$ cat src/design/mpts_pkg.sv
// Package for the maze path turn simplifier.
// Holds turn and item-kind codes and the stream beat layouts.
// No dependencies.
package mpts_pkg;

  typedef enum logic [1:0] {
    TURN_STRAIGHT = 2'd0,
    TURN_RIGHT    = 2'd1,
    TURN_BACK     = 2'd2,
    TURN_LEFT     = 2'd3
  } turn_t;

  typedef enum logic {
    KIND_RECORD = 1'b0,
    KIND_READ   = 1'b1
  } kind_t;

  localparam int IDX_W       = 7;
  localparam int LEN_W       = 8;
  localparam int IN_TDATA_W  = 16;
  localparam int OUT_TDATA_W = 16;

  // input tdata layout
  localparam int IN_CODE_LSB = 0;
  localparam int IN_IDX_LSB  = 2;
  localparam int IN_USED_W   = 9;

  // output tdata layout
  localparam int OUT_USED_W  = 13;

endpackage

$ cat src/design/mpts_ram.sv
// Generic RAM: one write port, two read ports with registered read data.
// Read-first on an address collision. No dependencies.
module mpts_ram #(
  parameter int WIDTH  = 2,
  parameter int DEPTH  = 128,
  parameter int ADDR_W = $clog2(DEPTH)
) (
  input  logic              clk,
  input  logic              we,
  input  logic [ADDR_W-1:0] waddr,
  input  logic [WIDTH-1:0]  wdata,
  input  logic              re,
  input  logic [ADDR_W-1:0] raddr_a,
  input  logic [ADDR_W-1:0] raddr_b,
  output logic [WIDTH-1:0]  rdata_a,
  output logic [WIDTH-1:0]  rdata_b
);

  logic [WIDTH-1:0] mem [DEPTH];

  always_ff @(posedge clk) begin
    if (we) begin
      mem[waddr] <= wdata;
    end
    if (re) begin
      rdata_a <= mem[raddr_a];
      rdata_b <= mem[raddr_b];
    end
  end

endmodule

$ cat src/design/maze_path_turn_simplifier.sv
// Maze path turn simplifier, top level.
// Depends on mpts_pkg and mpts_ram.
//
// Usage:
//   in_*  : one beat per item. in_tuser = kind (0 record a turn, 1 read a stored turn).
//           in_tdata = turn_code, read_index.
//   out_* : one beat per item, in order. out_tdata = path_length, read_turn,
//           read_valid, simplified, overflow.
//   cfg_* : write of recording_frozen (bit 0 of cfg_data); cfg_ready is always high.
//           Write only while no item is in flight.
// Turns live in a PATH_DEPTH x 2 RAM. On acceptance the RAM reads the top two
// stack entries (or the requested entry for a read) using the stack depth the
// item will see; once the item leaves the input register, one short piece of
// logic pushes, reduces (back turn second from top: the three codes summed
// mod 4 replace the third), flags overflow or reads, and the result register loads.
// Throughput: one item per cycle unless a low out_tready holds the result
// register, limited by the single RAM write port (at most one write per item).
// Reset: stack empty, recording enabled; RAM contents are not cleared and no
// clearing pass runs. When out_tready is low the result register holds, the
// input register still fills, and in_tready drops only once both are occupied.
module maze_path_turn_simplifier #(
  parameter int PATH_DEPTH = 128
) (
  input  logic                               clk,
  input  logic                               rst_n,
  input  logic                               in_tvalid,
  output logic                               in_tready,
  // [1:0] turn_code, [8:2] read_index, [15:9] zero
  input  logic [mpts_pkg::IN_TDATA_W-1:0]    in_tdata,
  // [0] kind
  input  logic [0:0]                         in_tuser,
  output logic                               out_tvalid,
  input  logic                               out_tready,
  // [7:0] path_length, [9:8] read_turn, [10] read_valid, [11] simplified,
  // [12] overflow, [15:13] zero
  output logic [mpts_pkg::OUT_TDATA_W-1:0]   out_tdata,
  input  logic                               cfg_valid,
  output logic                               cfg_ready,
  input  logic                               cfg_data
);

  import mpts_pkg::*;

  localparam int AW = (PATH_DEPTH > 1) ? $clog2(PATH_DEPTH) : 1;
  localparam int CW = $clog2(PATH_DEPTH + 1);
  localparam int WW = (CW > IDX_W) ? CW : IDX_W;
  localparam int XW = (CW > LEN_W) ? CW : LEN_W;
  localparam int IW = (AW > IDX_W) ? AW : IDX_W;

  // ---------------- configuration
  logic frozen_r;
  assign cfg_ready = 1'b1;

  always_ff @(posedge clk) begin
    if (!rst_n) begin
      frozen_r <= 1'b0;
    end else if (cfg_valid) begin
      frozen_r <= cfg_data;
    end
  end

  // ---------------- input beat fields
  logic [1:0]       in_code;
  logic [IDX_W-1:0] in_idx;
  logic             in_kind;
  logic [IW-1:0]    in_idx_w;
  logic             in_fire;

  assign in_code  = in_tdata[IN_CODE_LSB +: 2];
  assign in_idx   = in_tdata[IN_IDX_LSB +: IDX_W];
  assign in_kind  = in_tuser[0];
  assign in_idx_w = IW'(in_idx);
  assign in_fire  = in_tvalid && in_tready;

  // ---------------- state
  logic [CW-1:0]    cnt_r, cnt_nxt, cnt_vis, cnt_m1, cnt_m2, cnt_fold;
  logic             inq_valid_r;
  logic             inq_kind_r;
  logic [1:0]       inq_code_r;
  logic [IDX_W-1:0] inq_idx_r;
  logic             byp_a_r, byp_b_r;
  logic [1:0]       byp_d_r;
  logic             out_valid_r;
  logic [OUT_TDATA_W-1:0] out_data_r, out_data_nxt;
  logic             proc_fire;

  assign proc_fire = inq_valid_r && (!out_valid_r || out_tready);
  assign in_tready = !inq_valid_r || proc_fire;

  // ---------------- RAM
  logic          wr_en;
  logic [AW-1:0] wr_addr;
  logic [1:0]    wr_data;
  logic [AW-1:0] rd_addr_a, rd_addr_b;
  logic [1:0]    ram_a, ram_b;

  // addresses use the depth the incoming item will see
  assign cnt_vis   = proc_fire ? cnt_nxt : cnt_r;
  assign cnt_m1    = cnt_vis - CW'(1);
  assign cnt_m2    = cnt_vis - CW'(2);
  assign rd_addr_a = (in_kind == KIND_READ) ? in_idx_w[AW-1:0] : cnt_m1[AW-1:0];
  assign rd_addr_b = cnt_m2[AW-1:0];

  mpts_ram #(
    .WIDTH (2),
    .DEPTH (PATH_DEPTH),
    .ADDR_W(AW)
  ) u_ram (
    .clk    (clk),
    .we     (wr_en),
    .waddr  (wr_addr),
    .wdata  (wr_data),
    .re     (in_fire),
    .raddr_a(rd_addr_a),
    .raddr_b(rd_addr_b),
    .rdata_a(ram_a),
    .rdata_b(ram_b)
  );

  // ---------------- input register; bypass of the write landing on the same edge
  always_ff @(posedge clk) begin
    if (!rst_n) begin
      inq_valid_r <= 1'b0;
    end else if (in_fire) begin
      inq_valid_r <= 1'b1;
    end else if (proc_fire) begin
      inq_valid_r <= 1'b0;
    end
  end

  always_ff @(posedge clk) begin
    if (in_fire) begin
      inq_kind_r <= in_kind;
      inq_code_r <= in_code;
      inq_idx_r  <= in_idx;
      byp_a_r    <= wr_en && (wr_addr == rd_addr_a);
      byp_b_r    <= wr_en && (wr_addr == rd_addr_b);
      byp_d_r    <= wr_data;
    end
  end

  // ---------------- item logic
  logic [1:0]    top_turn, sec_turn, sum_turn;
  logic [WW-1:0] idx_cmp, cnt_cmp;
  logic [XW-1:0] len_x;
  logic          res_valid, res_simp, res_ovf;
  logic [1:0]    res_turn;

  assign top_turn = byp_a_r ? byp_d_r : ram_a;
  assign sec_turn = byp_b_r ? byp_d_r : ram_b;
  assign sum_turn = sec_turn + 2'(TURN_BACK) + inq_code_r;
  assign idx_cmp  = WW'(inq_idx_r);
  assign cnt_cmp  = WW'(cnt_r);
  assign cnt_fold = cnt_r - CW'(2);

  always_comb begin
    cnt_nxt   = cnt_r;
    wr_en     = 1'b0;
    wr_addr   = cnt_r[AW-1:0];
    wr_data   = inq_code_r;
    res_valid = 1'b0;
    res_turn  = 2'd0;
    res_simp  = 1'b0;
    res_ovf   = 1'b0;
    if (inq_kind_r == KIND_READ) begin
      if (idx_cmp < cnt_cmp) begin
        res_valid = 1'b1;
        res_turn  = top_turn;
      end
    end else if (!frozen_r) begin
      if (cnt_r == CW'(PATH_DEPTH)) begin
        res_ovf = 1'b1;
      end else if (cnt_r >= CW'(2) && top_turn == TURN_BACK) begin
        // back turn second from top after the push: fold three into one
        wr_en    = proc_fire;
        wr_addr  = cnt_fold[AW-1:0];
        wr_data  = sum_turn;
        cnt_nxt  = cnt_r - CW'(1);
        res_simp = 1'b1;
      end else begin
        wr_en   = proc_fire;
        cnt_nxt = cnt_r + CW'(1);
      end
    end
    len_x        = XW'(cnt_nxt);
    out_data_nxt = {3'b000, res_ovf, res_simp, res_valid, res_turn, len_x[LEN_W-1:0]};
  end

  always_ff @(posedge clk) begin
    if (!rst_n) begin
      cnt_r <= '0;
    end else if (proc_fire) begin
      cnt_r <= cnt_nxt;
    end
  end

  // ---------------- result register
  always_ff @(posedge clk) begin
    if (!rst_n) begin
      out_valid_r <= 1'b0;
    end else if (proc_fire) begin
      out_valid_r <= 1'b1;
    end else if (out_tready) begin
      out_valid_r <= 1'b0;
    end
  end

  always_ff @(posedge clk) begin
    if (proc_fire) begin
      out_data_r <= out_data_nxt;
    end
  end

  assign out_tvalid = out_valid_r;
  assign out_tdata  = out_data_r;

  // ---------------- assertions
  a_cnt_bound: assert property (@(posedge clk) disable iff (!rst_n)
    cnt_r <= CW'(PATH_DEPTH))
    else $error("stack depth above PATH_DEPTH");

  a_simp_shrinks: assert property (@(posedge clk) disable iff (!rst_n)
    proc_fire && res_simp |=> cnt_r == $past(cnt_r) - CW'(1))
    else $error("reduction did not net one entry less");

  a_ovf_full: assert property (@(posedge clk) disable iff (!rst_n)
    proc_fire && res_ovf |=> cnt_r == CW'(PATH_DEPTH))
    else $error("overflow flagged with room on the stack");

  a_flags_excl: assert property (@(posedge clk) disable iff (!rst_n)
    out_valid_r |-> $onehot0(out_data_r[OUT_USED_W-1:LEN_W+2]))
    else $error("more than one of read_valid, simplified, overflow set");

  a_no_write_frozen: assert property (@(posedge clk) disable iff (!rst_n)
    frozen_r && inq_kind_r == KIND_RECORD |-> !wr_en)
    else $error("stack written while recording is frozen");

endmodule

$ cat config.mk
export PLATFORM = sky130hd
export DESIGN_NAME = maze_path_turn_simplifier
export DESIGN_NICKNAME = d
export VERILOG_FILES = /design/src/design/mpts_pkg.sv /design/src/design/mpts_ram.sv /design/src/design/maze_path_turn_simplifier.sv
export SDC_FILE = /design/constraint.sdc
export NUM_CORES = 1
export LEC_CHECK = 0
export BUFFER_PORTS_ARGS = -buffer_cell sky130_fd_sc_hd__buf_2
export CAP_MARGIN = 0
export CORE_UTILIZATION = 50
export DETAILED_ROUTE_END_ITERATION = 8
export PLACE_DENSITY = 0.69
export SYNTH_ARGS = -nofsm -noshare
export SYNTH_HDL_FRONTEND = slang
export SYNTH_SLANG_ARGS = --single-unit
$ cat constraint.sdc
create_clock -name clk -period 5.6 [get_ports clk]
set_input_delay 0.28 -clock clk [delete_from_list [all_inputs] [get_ports clk]]
set_output_delay 0.28 -clock clk [all_outputs]
set_load 0.005 [all_outputs]
Word level (Yosys, flattened, before mapping)

Memories as Yosys holds them, arrays and structs flattened. A register that Yosys moved wholly into a read port is not among the register bits.
Cells that the tools add are included.

Bits in registers: 38
RAM bits: 256
Input bits: 23
Output and inout port bits: 19
Logic and storage cells: 71
Memories kept: 1

$add $sub $neg: 7
$lt $le $gt $ge: 2
Equality and inequality tests: 4
Muxes and demuxes: 28
Reduce and logical (&&, ||, !) cells: 14

Memory list:

| name      | words | bits a word | read ports | clocked after memory_dff | write ports | RTL line       | source |
|---|---|---|---|---|---|---|---|
| u_ram.mem | 128   | 2           | 2          | 2                        | 1           | mpts_ram.sv:19 | `logic [WIDTH-1:0] mem [DEPTH];` |

Operators by type and width:

| kind                                                                  | number |
|---|---|
| 8-bit two-way mux                                                     | 5 |
| 7-bit two-way mux                                                     | 5 |
| 7-bit == test                                                         | 2 |
| 7-bit by 2-bit subtractor with 7-bit output, second input constant    | 2 |
| 1-bit two-way mux                                                     | 12 |
| 2-bit two-way mux                                                     | 6 |
| 8-bit by 1-bit adder with 8-bit output, second input constant         | 1 |
| 8-bit == test, second input constant                                  | 1 |
| 8-bit by 2-bit >= comparator with 1-bit output, second input constant | 1 |
| 7-bit by 8-bit less-than comparator with 1-bit output                 | 1 |
| 8-bit by 1-bit subtractor with 8-bit output, second input constant    | 1 |
| 7-bit by 1-bit subtractor with 7-bit output, second input constant    | 1 |
| 1-bit logical AND                                                     | 5 |
| 2-bit nonzero test                                                    | 2 |
| 3-bit OR reduction                                                    | 1 |
| 2-bit adder                                                           | 1 |
| 2-bit adder, second input constant                                    | 1 |
| 2-bit == test, second input constant                                  | 1 |
| 1-bit logical NOT                                                     | 2 |
| 1-bit logical OR                                                      | 2 |
| 2-bit AND reduction                                                   | 1 |
| 2-bit OR reduction                                                    | 1 |

Depth between registers and ports, before layout

Depth after elaboration: 12
Depth in mapped cells: 21
Mapped depth without buffers: 19

Cells and area by module

A second synthesis with hierarchy kept.

Cell total of the unflattened synthesis: 1070
Area total of the unflattened synthesis: 15554.9 sq um

Modules (own cells, without submodules):

| module                    | instances | cells an instance | area an instance (sq um) | seq. area each (sq um) |
|---|---|---|---|---|
| mpts_ram                  | 1         | 783               | 12826.1                  | 7807.5 |
| maze_path_turn_simplifier | 1         | 287               | 2728.9                   | 1031.0 |

Worst setup path after synthesis

Ideal clock, no wire load.

Path type: register -> register
Start point: reg cnt_r[4] (netlist: cnt_cmp[4])
End point: reg byp_d_r[1], data pin
Library setup time: 934 ps
Arrival time: 5003 ps
Required time: 4666 ps
Path slack: -337 ps
Cell stages (with the launch flop): 7
Path buffers: 0
Clock period less this slack: 5937 ps
Path through: dfxtp_1 > nor2_1 > nand3_1 > nand2_1 > nor2_1 > nand2_1 > xnor2_1

Cells in the longest elaborated chain, start to end: 6
Elaborated cells between the ends (all ways): 7
Classes of those cells: order compare (1); eq/ne (1); mux (4); reduce/logical (1)

Ends and longest elaborated chain:

| what                                           | RTL line                         | source |
|---|---|---|
| start: declaration                             | maze_path_turn_simplifier.sv:76  | `logic [CW-1:0] cnt_r, cnt_nxt, cnt_vis, cnt_m1, cnt_m2, cnt_fold;` |
| start signal: assignment                       | maze_path_turn_simplifier.sv:193 | `cnt_r <= cnt_nxt;` |
| 8-bit by 2-bit >= comparator with 1-bit output | maze_path_turn_simplifier.sv:173 | `end else if (cnt_r >= CW'(2) && top_turn == TURN_BACK) begin` |
| 1-bit logical AND                              | maze_path_turn_simplifier.sv:173 |  |
| 2-bit two-way mux                              | maze_path_turn_simplifier.sv:173 |  |
| 2-bit two-way mux *                            | maze_path_turn_simplifier.sv:171 | `if (cnt_r == CW'(PATH_DEPTH)) begin` |
| 2-bit two-way mux *                            | maze_path_turn_simplifier.sv:170 | `end else if (!frozen_r) begin` |
| 2-bit two-way mux *                            | maze_path_turn_simplifier.sv:165 | `if (inq_kind_r == KIND_READ) begin` |
| net u_ram.wdata[1]                             | mpts_ram.sv:11                   | `input logic [WIDTH-1:0] wdata,` |
| end signal: assignment                         | maze_path_turn_simplifier.sv:138 | `byp_d_r <= wr_data;` |
| end: declaration                               | maze_path_turn_simplifier.sv:82  | `logic [1:0] byp_d_r;` |

The timed path passes the listed nets; every way through them passes the cells marked *.
A chain may end at the register's enable or synchronous reset.

Final worst setup path

Start point: reg cnt_r[3] (netlist: cnt_cmp[3])
End point: reg u_ram.rdata_a[0] (read register of u_ram.mem), data pin

Cells in the longest elaborated chain, start to end: 9
Elaborated cells between the ends (all ways): 12
Classes of those cells: add/sub (3); order compare (1); eq/ne (1); mux (6); reduce/logical (1)

Ends and longest elaborated chain:

| what                                           | RTL line                         | source |
|---|---|---|
| 8-bit by 2-bit >= comparator with 1-bit output | maze_path_turn_simplifier.sv:173 |  |
| 1-bit logical AND                              | maze_path_turn_simplifier.sv:173 |  |
| 8-bit two-way mux                              | maze_path_turn_simplifier.sv:173 |  |
| 8-bit two-way mux                              | maze_path_turn_simplifier.sv:171 |  |
| 8-bit two-way mux                              | maze_path_turn_simplifier.sv:170 |  |
| 8-bit two-way mux                              | maze_path_turn_simplifier.sv:165 |  |
| 8-bit two-way mux *                            | --                               |  |
| 7-bit by 1-bit subtractor with 7-bit output *  | maze_path_turn_simplifier.sv:99  | `assign cnt_m1 = cnt_vis - CW'(1);` |
| 7-bit two-way mux *                            | maze_path_turn_simplifier.sv:101 | `assign rd_addr_a = (in_kind == KIND_READ) ? in_idx_w[AW-1:0] : cnt_m1[AW-1:0];` |
| end: declaration                               | mpts_ram.sv:15                   | `output logic [WIDTH-1:0] rdata_a,` |

Every way passes the cells marked *; elsewhere a longest branch is shown, timed or not.

==> impl_summary.md <==
GRT
For this run, the total global-route usage over all layers was measured as 0.266. The number of antenna violations at the first check in global routing came to 0. The maximum number of pins on one net before global-route repair is 130. The first global-routing pass estimated 63200 microns of wire. The number of global-route vias before repair is 10400. For this run the aggregate overflow at the end of global routing stands at 0.

Timing
The highest attainable clock frequency is 190 MHz. The worst slew margin relative to its limit is 0.232. For the pin with the worst max-slew slack, the measured transition is 1.15 ns. Across all hold checks on the routed design, the worst slack comes to 0.0425 ns.

After routing, the total negative slack on setup checks comes to 0 ns. Of the available clock period, the critical path in the final layout requires 0.941. Setup repair after global routing left no endpoint under its margin. The minimum clock period after layout is 5.27 ns. The count of endpoints failing hold in the final timing report is 0.

Setup violations remaining at the end of the flow were counted as 0. Clock skew on the completed layout was measured at 0.0327 ns. The count of final max-slew check failures is 0. Once routing completed, OpenROAD measured the worst setup slack at 0.330 ns.

Clock tree
The buffer type at the clock tree root is sky130_fd_sc_hd__clkbuf_16. The clock input transition at the sequential cells of the worst setup and hold paths is 0.07 ns. The clock latency on the worst-skew pair is 0.58 ns. The number of buffers created by CTS is 30. CTS built an H-tree with a depth of 1. The clock passes through at most 3 buffers. The TritonCTS clock tree is done. For this design, the sink count on the clock tree is 298.

Worst setup path
The top cell family by delay on the critical path is multiplexers. The kind of launch point of the worst setup path is a flip-flop. In this design, the critical path's most frequently occurring cell is sky130_fd_sc_hd__buf_4.

The worst-path cell with the longest stage delay is sky130_fd_sc_hd__mux2_2. The setup check on the worst reg-to-reg path leaves a slack of 0.33 ns. The capturing instance or port of the critical path is u_ram.rdata_a[0]$_DFFE_PP_. The worst reg2reg path depth is 17. The worst stage delay on the critical path is 0.54 ns. The data arrival time of the critical path is 5.58 ns. The type of the worst setup path is reg2reg.

The reg-to-reg endpoint is u_ram.rdata_a[0]$_DFFE_PP_. The total buffers and inverters traversed by the critical path is 4. The critical path data required time is 5.91 ns. In this run the worst path has a maximum fanout of 24. The signal on the critical path passes through nor3_4, nand2_1, o31ai_1, buf_4, fa_1, a31oi_1, mux2i_4, ha_1, inv_1, mux2_2, buf_12, mux4_2, mux2i_1, a32oi_1, a211oi_1, nor3_1, buf_4. Tracing the worst setup path back leads to its startpoint at cnt_cmp[3]$_SDFF_PN0_. In this run the critical register-to-register path is launched from cnt_cmp[3]$_SDFF_PN0_. The critical path crosses 17 cells after its start point.

The nature of the critical path endpoint is a flip-flop.

Floorplanning
The die is 179 microns wide. In this run the standard cell core region covers 30700 sq um. The die covers 32100 sq um. The die span in y is 179 microns. The effective utilization at floorplan is 0.511. The number of placement rows is 64. 42 I/O pins were placed.

Yosys
The area share of the largest cell type after synthesis is 0.549. During synthesis, Yosys emitted a total of 0 warnings. The number of synthesized register bits is 298. Averaged over all synthesized cells, the footprint is 13.7 sq um. In this run, distinct cell masters in the synthesized netlist total 81.

The most common cell in the synthesized netlist is sky130_fd_sc_hd__edfxtp_1. After synthesis, the share of flip-flops with an asynchronous set or reset is 0. In the post-synthesis netlist, the biggest area contributors are sky130_fd_sc_hd__edfxtp_1 (55%), sky130_fd_sc_hd__mux4_2 (14%), sky130_fd_sc_hd__mux2i_1 (5.3%).

The mapped netlist covers 15700 sq um. The number of enable-type register cells in the synthesized netlist is 287. The cell accounting for the most synthesized area is sky130_fd_sc_hd__edfxtp_1. For this run, the register share of the synthesized area comes to 0.563. In the synthesized netlist, the cells that appear most often are sky130_fd_sc_hd__edfxtp_1 (287), sky130_fd_sc_hd__nor2_1 (150), sky130_fd_sc_hd__nand2_1 (139). The number of cells produced by synthesis is 1143. The commonest register cell after synthesis is sky130_fd_sc_hd__edfxtp_1.

Run status
The final reports fail on design-rule violations. The flow ran to the end, but the final reports show violations.

Routing
The detailed-router iteration count before antenna repair is 9. After detailed routing, the number of remaining DRC violations is 13. The remaining antenna violation count after routing is 0.

Wires add up to 41200 microns. The via total after detailed routing is 10400. In this run, the number of DRC markers left after iteration 0 of detailed routing was 1325. Dividing the detail-routed via count by the number of cells gives 6.47.

The average wire length per cell after detail routing is 25.5 microns.

Power
The power density of the placed cells is 297 nW/um^2. The static leakage is 6.21 nW. Of the total power, the clock network draws 0.405. In this run the power spent charging and discharging nets is 0.00123 W. The maximum ir drop on the vdd rail is 0.000228 V.

Of the total power, the share spent switching nets is 0.237. Of the total power, registers draw 0.477. The internal power contribution is 0.00397 W.

Of the total power, combinational logic draws 0.119.

Finish
For this run, the post-layout net count is 1234. The proportion of layout cells with a drive suffix above 1 is 0.210. 0 antenna diodes ended up in the layout. After filler insertion, the fill cell instance count of the layout stands at 2455. The synthesis-to-finish area growth is 11.7%.

Run
Across the run, the number of max-cap violations was 0.

Hold path
The worst hold path passes through 3 cells. The path class of the tightest hold or removal check is in2reg.

Placed design
The worst slack at placement is 0.407 ns. The number of buffers added on ports is 30. Summed over all nets, the half-perimeter wirelength after detailed placement is 27200 microns. The routability congestion estimate from global placement is 0.911.
## how the worst min path moves through the flow
stage           startpoint                       to  slack [ns]
2_1_floorplan  in_tdata[0]  inq_code_r[0]$_DFFE_PP_        0.38
3_3_place_gp   in_tdata[1]  inq_code_r[1]$_DFFE_PP_        0.48
3_5_place_dp   in_tdata[1]  inq_code_r[1]$_DFFE_PP_        0.48
4_1_cts         out_tready  out_tvalid$_SDFFE_PN0P_        0.03
5_1_grt         out_tready  out_tvalid$_SDFFE_PN0P_        0.06
6_report        out_tready  out_tvalid$_SDFFE_PN0P_        0.04
## layout make-up
| cell class | count | area (sq um) | share of cell area |
|---|---|---|---|
| clock buffer | 39 | 846 | 0.0482 |
| clock inverter | 17 | 200 | 0.0114 |
| inverter | 17 | 63.8 | 0.00364 |
| multi-input combinational | 767 | 6510 | 0.371 |
| sequential | 298 | 8840 | 0.504 |
| tap | 396 | 495 | 0.0283 |
| timing repair buffer | 79 | 586 | 0.0334 |
## worst reg2reg max path, delay by kind of cell (launching register included)
family / cells / cell delay [ns]
buffers and inverters: 4 / 0.69
AOI/OAI and AO/OA: 4 / 0.92
adders and majority gates: 2 / 0.80
DFF: 1 / 0.43
and+or+nand+nor: 3 / 0.52
muxes: 4 / 1.63
## power groups by stage
| stage | Clock, W | Sequential, W | Combinational [W] |
|---|---|---|---|
| 2_1_floorplan | 0 | 0.00253 | 0.000413 |
| 3_3_place_gp | 0 | 0.00253 | 0.000596 |
| 3_5_place_dp | 0 | 0.00253 | 0.000601 |
| 4_1_cts | 0.00213 | 0.00248 | 0.000611 |
| 5_1_grt | 0.00221 | 0.00248 | 0.000660 |
| 6_report | 0.00210 | 0.00248 | 0.000618 |
## layer usage
| metal | vias to the layer above | share of wire | track usage | wire length, microns |
|---|---|---|---|---|
| met3 | 108 | 0.097 | 0.0469 | 3990 |
| met2 | 571 | 0.46 | 0.417 | 19100 |
| met1 | 5218 | 0.40 | 0.369 | 16300 |
| met5 | - | 0 | 0 | 0 |
| li1 | 4537 | - | - | - |
| met4 | 0 | 0.042 | 0.103 | 1710 |
## logic make-up after synthesis
family          count (synthesis)  share of synthesized area
simple gates                  411                      0.119
buf+inv                        81                     0.0265
flops                         298                      0.563
fa+ha+maj                      18                     0.0148
other cells                     2                   0.000478
mux                           195                      0.207
xor+xnor                       23                     0.0133
compound gates                115                     0.0561
## timing repair
item	in CTS	in global routing
hold buffers	12	0
resized for setup	0	3
setup endpoints to repair	0	3
setup buffers	0	0
hold endpoints to repair	11	0
## sequential cells by signal (all words and copies together) (netlist names)
name,count
frozen_r,1
u_ram.rdata_b,2
u_ram.rdata_a,2
inq_idx_r,7
inq_valid_r,1
inq_code_r,2
byp_a_r,1
byp_d_r,2
byp_b_r,1
cnt_cmp,8
out_tdata,13
out_tvalid,1
u_ram.mem,256
inq_kind_r,1
## cells in the final DEF, fill, tap and decap left out, types with 5 or more instances in the layout
cell / netlist / routed
sky130_fd_sc_hd__ha_1: 17 / 16
sky130_fd_sc_hd__nor3_1: 9 / 9
sky130_fd_sc_hd__clkinv_2: 0 / 8
sky130_fd_sc_hd__and2_1: 17 / 17
sky130_fd_sc_hd__mux2i_1: 83 / 82
sky130_fd_sc_hd__mux4_2: 101 / 101
sky130_fd_sc_hd__buf_2: 15 / 30
sky130_fd_sc_hd__a32oi_1: 9 / 9
sky130_fd_sc_hd__inv_1: 16 / 16
sky130_fd_sc_hd__nor2b_1: 12 / 12
sky130_fd_sc_hd__dlygate4sd3_1: 0 / 12
sky130_fd_sc_hd__buf_4: 15 / 34
sky130_fd_sc_hd__nand3_1: 27 / 27
sky130_fd_sc_hd__mux2_2: 7 / 6
sky130_fd_sc_hd__or3_1: 7 / 7
sky130_fd_sc_hd__a31oi_1: 13 / 13
sky130_fd_sc_hd__nand4_1: 7 / 7
sky130_fd_sc_hd__xor2_1: 7 / 7
sky130_fd_sc_hd__clkbuf_16: 0 / 31
sky130_fd_sc_hd__nor2_1: 150 / 149
sky130_fd_sc_hd__dfxtp_1: 11 / 11
sky130_fd_sc_hd__nand2b_1: 6 / 6
sky130_fd_sc_hd__xnor2_1: 15 / 13
sky130_fd_sc_hd__a311oi_1: 7 / 7
sky130_fd_sc_hd__o21ai_0: 12 / 12
sky130_fd_sc_hd__a21oi_1: 11 / 11
sky130_fd_sc_hd__a22oi_1: 9 / 9
sky130_fd_sc_hd__conb_1: 2 / 5
sky130_fd_sc_hd__a21o_1: 5 / 5
sky130_fd_sc_hd__edfxtp_1: 287 / 287
sky130_fd_sc_hd__nand2_1: 139 / 139
sky130_fd_sc_hd__and3_1: 16 / 16
## through the flow
stage	instances	cell area (sq um)	total power (W)	util
after floorplan	1146	15700	0.00294	-
final	1613	17500	0.00520	0.570
after CTS	1613	17500	0.00522	0.570
after global placement	1545	16400	0.00312	0.532
after global routing	1613	17500	0.00535	0.570
after detailed placement	1545	16400	0.00313	0.532
(Power assumes the default switching activity.)
